===== config.mk =====
export PLATFORM = sky130hd
export DESIGN_NAME = mfa_setup
export DESIGN_NICKNAME = d
export VERILOG_FILES = /design/src/rtl/core/mfa_pkg.sv /design/src/rtl/core/mfa_setup.sv
export SDC_FILE = /design/constraint.sdc
export NUM_CORES = 2
export LEC_CHECK = 0
export BUFFER_PORTS_ARGS = -buffer_cell sky130_fd_sc_hd__buf_4
export CAP_MARGIN = 15
export CORE_AREA = 3 3 366 368
export DETAILED_ROUTE_END_ITERATION = 10
export DIE_AREA = 0 0 369 371
export GPL_ROUTABILITY_DRIVEN = 0
export PLACE_DENSITY_LB_ADDON = 0.05
export SLEW_MARGIN = 20
export SYNTH_ARGS = -nofsm -noshare
export SYNTH_HDL_FRONTEND = slang
export SYNTH_SLANG_ARGS = --single-unit

===== constraint.sdc =====
create_clock -name clk_i -period 10.5 [get_ports clk_i]
set_input_delay 2.1 -clock clk_i [delete_from_list [all_inputs] [get_ports clk_i]]
set_output_delay 2.1 -clock clk_i [all_outputs]
set_load 0.02 [all_outputs]

===== src/rtl/core/mfa_pkg.sv =====
// ----------------------------------------------------------------------------
// mfa_pkg
// shared widths, types and register codes of the mesh face area block
// ----------------------------------------------------------------------------
package mfa_pkg;

  localparam int COORD_W  = 24;
  localparam int N_VERT   = 4;
  localparam int N_AXIS   = 3;
  localparam int IN_W     = N_VERT * N_AXIS * COORD_W;
  localparam int N_LANES  = 4;

  // lane operand: 4*v - sum(v) needs three bits beyond a coordinate
  localparam int OP_W     = COORD_W + 3;
  localparam int PROD_W   = 2 * OP_W;
  localparam int CROSS_W  = PROD_W + 1;
  localparam int MAG_W    = PROD_W;
  localparam int HALF_W   = MAG_W / 2;
  localparam int PART_W   = 2 * HALF_W;
  localparam int RAD_W    = 2 * MAG_W;
  localparam int ROOT_W   = MAG_W;
  localparam int LANE_LAT = 6 + ROOT_W;
  localparam int CZ_DLY   = 4 + ROOT_W;
  localparam int SUM_W    = ROOT_W + 2;

  localparam int AREA_W     = 48;
  localparam int TRI_SHIFT  = 1;
  localparam int QUAD_SHIFT = 5;

  localparam int CFG_IDX_W  = 1;
  localparam int CFG_DATA_W = 3;
  localparam logic [CFG_IDX_W-1:0] IdxCorners = 1'd0;
  localparam logic [CFG_IDX_W-1:0] IdxDims    = 1'd1;
  localparam logic [2:0] CornersQuad  = 3'd4;
  localparam logic [2:0] CornersReset = 3'd3;
  localparam logic [1:0] DimsPlanar   = 2'd2;
  localparam logic [1:0] DimsReset    = 2'd3;

  typedef logic signed [OP_W-1:0] op_t;

  typedef struct packed {
    op_t x;
    op_t y;
    op_t z;
  } vec_t;

  typedef struct packed {
    logic valid;
    logic quad;
    logic planar;
  } ctl_t;

endpackage


===== src/rtl/core/mfa_setup.sv =====
// ----------------------------------------------------------------------------
// mfa_setup
// forms the edge, diagonal or centroid-relative vectors that each lane crosses
// ----------------------------------------------------------------------------
module mfa_setup (
  input  logic                 clk_i,
  input  logic                 en_i,
  input  logic [mfa_pkg::IN_W-1:0] verts_i,
  input  mfa_pkg::ctl_t        ctl_i,
  output mfa_pkg::vec_t        a_o [mfa_pkg::N_LANES],
  output mfa_pkg::vec_t        b_o [mfa_pkg::N_LANES]
);
  import mfa_pkg::*;

  logic signed [COORD_W-1:0] v   [N_VERT][N_AXIS];
  logic signed [OP_W-1:0]    sum [N_AXIS];
  logic signed [OP_W-1:0]    w   [N_VERT][N_AXIS];
  logic signed [OP_W-1:0]    e1  [N_AXIS];
  logic signed [OP_W-1:0]    e2  [N_AXIS];
  logic signed [OP_W-1:0]    p   [N_AXIS];
  logic signed [OP_W-1:0]    q   [N_AXIS];
  vec_t a_d [N_LANES];
  vec_t b_d [N_LANES];
  logic [1:0] ia, ib;

  always_comb begin
    for (int k = 0; k < N_VERT; k++) begin
      for (int j = 0; j < N_AXIS; j++) begin
        v[k][j] = verts_i[(k*N_AXIS + j)*COORD_W +: COORD_W];
      end
    end
    for (int j = 0; j < N_AXIS; j++) begin
      sum[j] = OP_W'(v[0][j]) + OP_W'(v[1][j]) + OP_W'(v[2][j]) + OP_W'(v[3][j]);
      for (int k = 0; k < N_VERT; k++) begin
        w[k][j] = (OP_W'(v[k][j]) <<< 2) - sum[j];
      end
      e1[j] = OP_W'(v[1][j]) - OP_W'(v[0][j]);
      e2[j] = OP_W'(v[2][j]) - OP_W'(v[0][j]);
      p[j]  = ctl_i.quad ? OP_W'(v[2][j]) - OP_W'(v[0][j]) : e1[j];
      q[j]  = ctl_i.quad ? OP_W'(v[3][j]) - OP_W'(v[1][j]) : e2[j];
    end
    // fan about the centroid: lane k crosses w[k+2] with w[k+1]
    for (int k = 0; k < N_LANES; k++) begin
      ia = 2'(k + 2);
      ib = 2'(k + 1);
      a_d[k] = '{x: w[ia][0], y: w[ia][1], z: w[ia][2]};
      b_d[k] = '{x: w[ib][0], y: w[ib][1], z: w[ib][2]};
    end
    if (ctl_i.planar) begin
      a_d[0] = '{x: p[0], y: p[1], z: '0};
      b_d[0] = '{x: q[0], y: q[1], z: '0};
    end else if (!ctl_i.quad) begin
      a_d[0] = '{x: e1[0], y: e1[1], z: e1[2]};
      b_d[0] = '{x: e2[0], y: e2[1], z: e2[2]};
    end
  end

  always_ff @(posedge clk_i) begin
    if (en_i) begin
      a_o <= a_d;
      b_o <= b_d;
    end
  end

endmodule


* After elaboration in Yosys (flattened, before gate mapping) *
Cells that the tools add are included.

cells by class
  $add $sub $neg = 29
  muxes and demuxes = 8

operators by type and width
  operator          number
  $mux W81          4
  $sub A26 B27 Y27  12
  $sub A24 B24 Y25  8
  $mux W27          4
  $add A26 B24 Y27  3
  $add A25 B24 Y26  3
  $add A24 B24 Y25  3

word-level totals
  register bits = 486
  input port bits = 293
  output and inout bits = 648
  word-level logic and storage cells = 55

* Depth between registers and ports, before layout *
  word-level depth = 6
  gate-level depth with buffers = 31
  gate-level depth less buffers = 31

* Least setup slack after synthesis *
No wires, ideal clock.

  kind = in2reg
  from = in verts_i[49] (netlist bit)
  to = reg a_o[269] (netlist bit) (data pin)
  setup time = 269 ps
  arrival time = 8198 ps
  required time = 10231 ps
  slack = 2033 ps
  stages on the path = 30
  path buffers = 0
  path through = inv_1 > fa_1 > fa_1 > inv_1 > ha_1 > fa_1 > a21o_1 > a21oi_1 > o21bai_1 > a21oi_1 > o21bai_1 > a21oi_1 > nor2b_1 > o21a_1 > o41ai_1 > o21bai_1 > a21oi_1 > xor2_1 > ha_1 > nor2b_1 > o21ai_0 > nand2b_1 > a21oi_1 > o21ai_0 > a21oi_1 > o21ai_0 > o41ai_1 > o21ai_0 > mux2i_1 > nand3_1

between the ends
  longest elaborated chain between the ends = 5
  elaborated cells on any way between the ends = 6
  classes of those cells = 5 x add/sub; 1 x mux

RTL lines
  element               RTL line         text
  start, declared       mfa_setup.sv:8   input logic [mfa_pkg::IN_W-1:0] verts_i,
  $add A24 B24 Y25      mfa_setup.sv:33  sum[j] = OP_W'(v[0][j]) + OP_W'(v[1][j]) + OP_W'(v[2][j]) + OP_W'(v[3][j]);
  $add A25 B24 Y26      mfa_setup.sv:33
  $add A26 B24 Y27      mfa_setup.sv:33
  $sub A26 B27 Y27      mfa_setup.sv:35  w[k][j] = (OP_W'(v[k][j]) <<< 2) - sum[j];
  $mux W81 (*)          mfa_setup.sv:52  end else if (!ctl_i.quad) begin
  end signal, assigned  mfa_setup.sv:60  a_o <= a_d;
  end, declared         mfa_setup.sv:10  output mfa_pkg::vec_t a_o [mfa_pkg::N_LANES],

Every way passes the cells marked *; elsewhere a longest branch is shown, timed or not.
A chain may end at the register's enable or synchronous reset.

==> reports/metrics.cfg <==
[layout]
syn2layout_area_growth_pct=20.9
fillers=13100
drive_above_1_share=0.192
layout_commonest_cell=buf_4
layout.nets=6790
stdcell_count=7655
final_cell_mix=buf_4, ha_1, inv_1

[setup_path]
crit_path_max_incr_delay_ns=0.54
crit_path_top_delay_cell=a2111oi_0
path_delay_family=compound AO/OA/AOI/OAI gates
endpoint_kind=flop
cp_max_fo=4
crit_type=primary input to flop
arrival_ns=9.71
start_kind=primary input
cp_num_cells=30
cp.required_ns=10.92
crit_top_cell=a21oi_1
path_buf_inv=4

[route]
top_layer_used=met5
drc=0
drtAntennaViolNets=0
wl_per_cell_um=22.8
vias=40400
wl_met1_um=80500
vias_per_cell=5.28
route.met3.wl_um=11600
drt_iter0_markers=2870
wl_met2_um=79100
drt_pass1_iterations=8
drt_wl_total_um=174000

[global_route]
grt_pass1_vias=39000
grt_max_degree=140
grt_antenna_before_repair=12
grt_pass1_wl_um=252000
grt.total_usage=0.245
gr-total-overflow=0

[place]
place_hpwl_um=145000
preCtsSetupSlack_ns=0.682
place.port_buffers=939
dp_cells=7533

[synth]
synth-main-ff-cell=edfxtp_1
synth_top_family_by_area=adder cells
ys_ff_latch=468
syn-instance-count=5071
synth.mux.area_fraction=0.0116
syn_area_um2=47200
synthAdderAreaFrac=0.207
yosysUniqueCellTypes=98
synth_simple_gate_area_frac=0.122
yosysWarnings=0
synthArstFlopShare=0
synth-edff-count=468
synth_xor_area_frac=0.0939
syn_avg_cell_area_um2=9.30
synth-compound-area-share=0.193
synth_nets=6020
yosysSeqAreaShare=0.298

[sta]
finalCritPeriodShare=0.886
maxSlewHeadroom=0.365
finalMaxSlewViolations=0
fmax_mhz=108
finalHoldViolCount=0
post-route-min-period_ns=9.30
final.setup.tns_ns=0
rsz0062_at_grt=false
setup_violations=0
tightest_slew_ns=0.950
fin_ws_ns=1.20

[floorplanning]
die_y_um=371
coreArea_um2=131000
die_w_um=369
die-area_um2=137000
io_pins=941
start_util=0.360
rows=133

[status]
status=finished, final reports clean

[cts]
tritoncts=done
ctsHoldBuffers=0
cts_resized=0
clk_pin_slew_worst_paths_ns=0.06
numCtsBuffers=61
cts_htree_levels=2
clock_sink_count=468
ctsLongestPathBuffers=3
root_buffer=clkbuf_16
post_cts_buffers=0

[worst_hold_path]
hold-path-endpoint=a_o[153]$_DFFE_PP_
hp-class=primary input to flop
min_from=verts_i[16]
min_path_cells=3

[flow_run]
drv_cap=0

[power]
powerDensity_nw_per_um2=371
vdd_drop_max_mv=0.216
p_leak_uw=0.0256

power by group:
part	switching, µW	internal (µW)
Combinational	8960	5940
Clock	908	1210
Sequential	434	3680
sequential cells by signal, indices dropped and copies added, names as in the netlist:
register  count
b_o         160
a_o         308
tightest hold or removal path, stage by stage:
cell,delay (ns)
buf_4,0.11
xnor2_1,0.08
xor2_1,0.12
through the flow:
stage,cell area (µm²),total power (µW),util,hold slack (ns)
detailed placement,55000,18900,0.420,2.53
finish,57000,21100,0.435,1.87
global placement,55000,18900,0.420,2.53
CTS,57000,21200,0.435,1.80
global route,57000,22800,0.435,1.82
floorplan,47200,14300,-,2.21
layout make-up:
| class | count | area, µm² | share of cell area |
|---|---|---|---|
| Timing Repair Buffer | 969 | 7330 | 0.129 |
| Clock buffer | 72 | 1570 | 0.0275 |
| Antenna cell | 12 | 30.0 | 0.000527 |
| Sequential cell | 468 | 14100 | 0.246 |
| Clock inverter | 38 | 369 | 0.00647 |
| Tap cell | 1755 | 2200 | 0.0385 |
| Multi-Input combinational cell | 3849 | 29600 | 0.520 |
| Inverter | 492 | 1850 | 0.0324 |
cell families after synthesis:
| logic type | Yosys count |
|---|---|
| flip-flops | 468 |
| adder cells (fa/ha/maj) | 696 |
| multiplexers | 54 |
| AND/OR/NAND/NOR | 1219 |
| buffers and inverters | 754 |
| XOR/XNOR | 505 |
| AO/OA/AOI/OAI | 1375 |
per-layer routing:
layer / up-vias / global-route usage
li1: 19700 / -
met1: 19400 / 0.343
met2: 1213 / 0.394
met3: 123 / 0.0444
met4: 2 / 0.0493
met5: - / 0
worst max path at each step:
| stage | start | end | slack, ns |
|---|---|---|---|
| 2_1_floorplan | verts_i[49] | a_o[269]$_SDFFCE_PP0P_ | 2.03 |
| 3_3_place_gp | verts_i[49] | a_o[268]$_SDFFCE_PP0P_ | 0.72 |
| 5_1_grt | verts_i[49] | a_o[268]$_SDFFCE_PP0P_ | 0.66 |
| 6_report | verts_i[49] | a_o[268]$_SDFFCE_PP0P_ | 1.20 |
| 4_1_cts | verts_i[49] | a_o[268]$_SDFFCE_PP0P_ | 1.36 |
| 3_5_place_dp | verts_i[49] | a_o[268]$_SDFFCE_PP0P_ | 0.68 |
cell usage after synthesis (59+ instances only):
library cell	count	share of area
ha_1	501	0.13
o21a_1	80	0.013
fa_1	155	0.066
buf_4	180	0.029
edfxtp_1	468	0.30
clkbuf_1	64	0.0051
xor2_1	169	0.031
xnor2_1	335	0.062
nor2b_1	78	0.010
o21ai_0	225	0.024
a21oi_1	400	0.042
nor3_1	92	0.0098
nand2_1	308	0.025
nor2_1	382	0.030
o211ai_1	59	0.0094
nand2b_1	72	0.0095
inv_1	488	0.039
a21o_1	127	0.020
nand3_1	85	0.0090
Note: power is estimated with default switching activity, not from simulation.
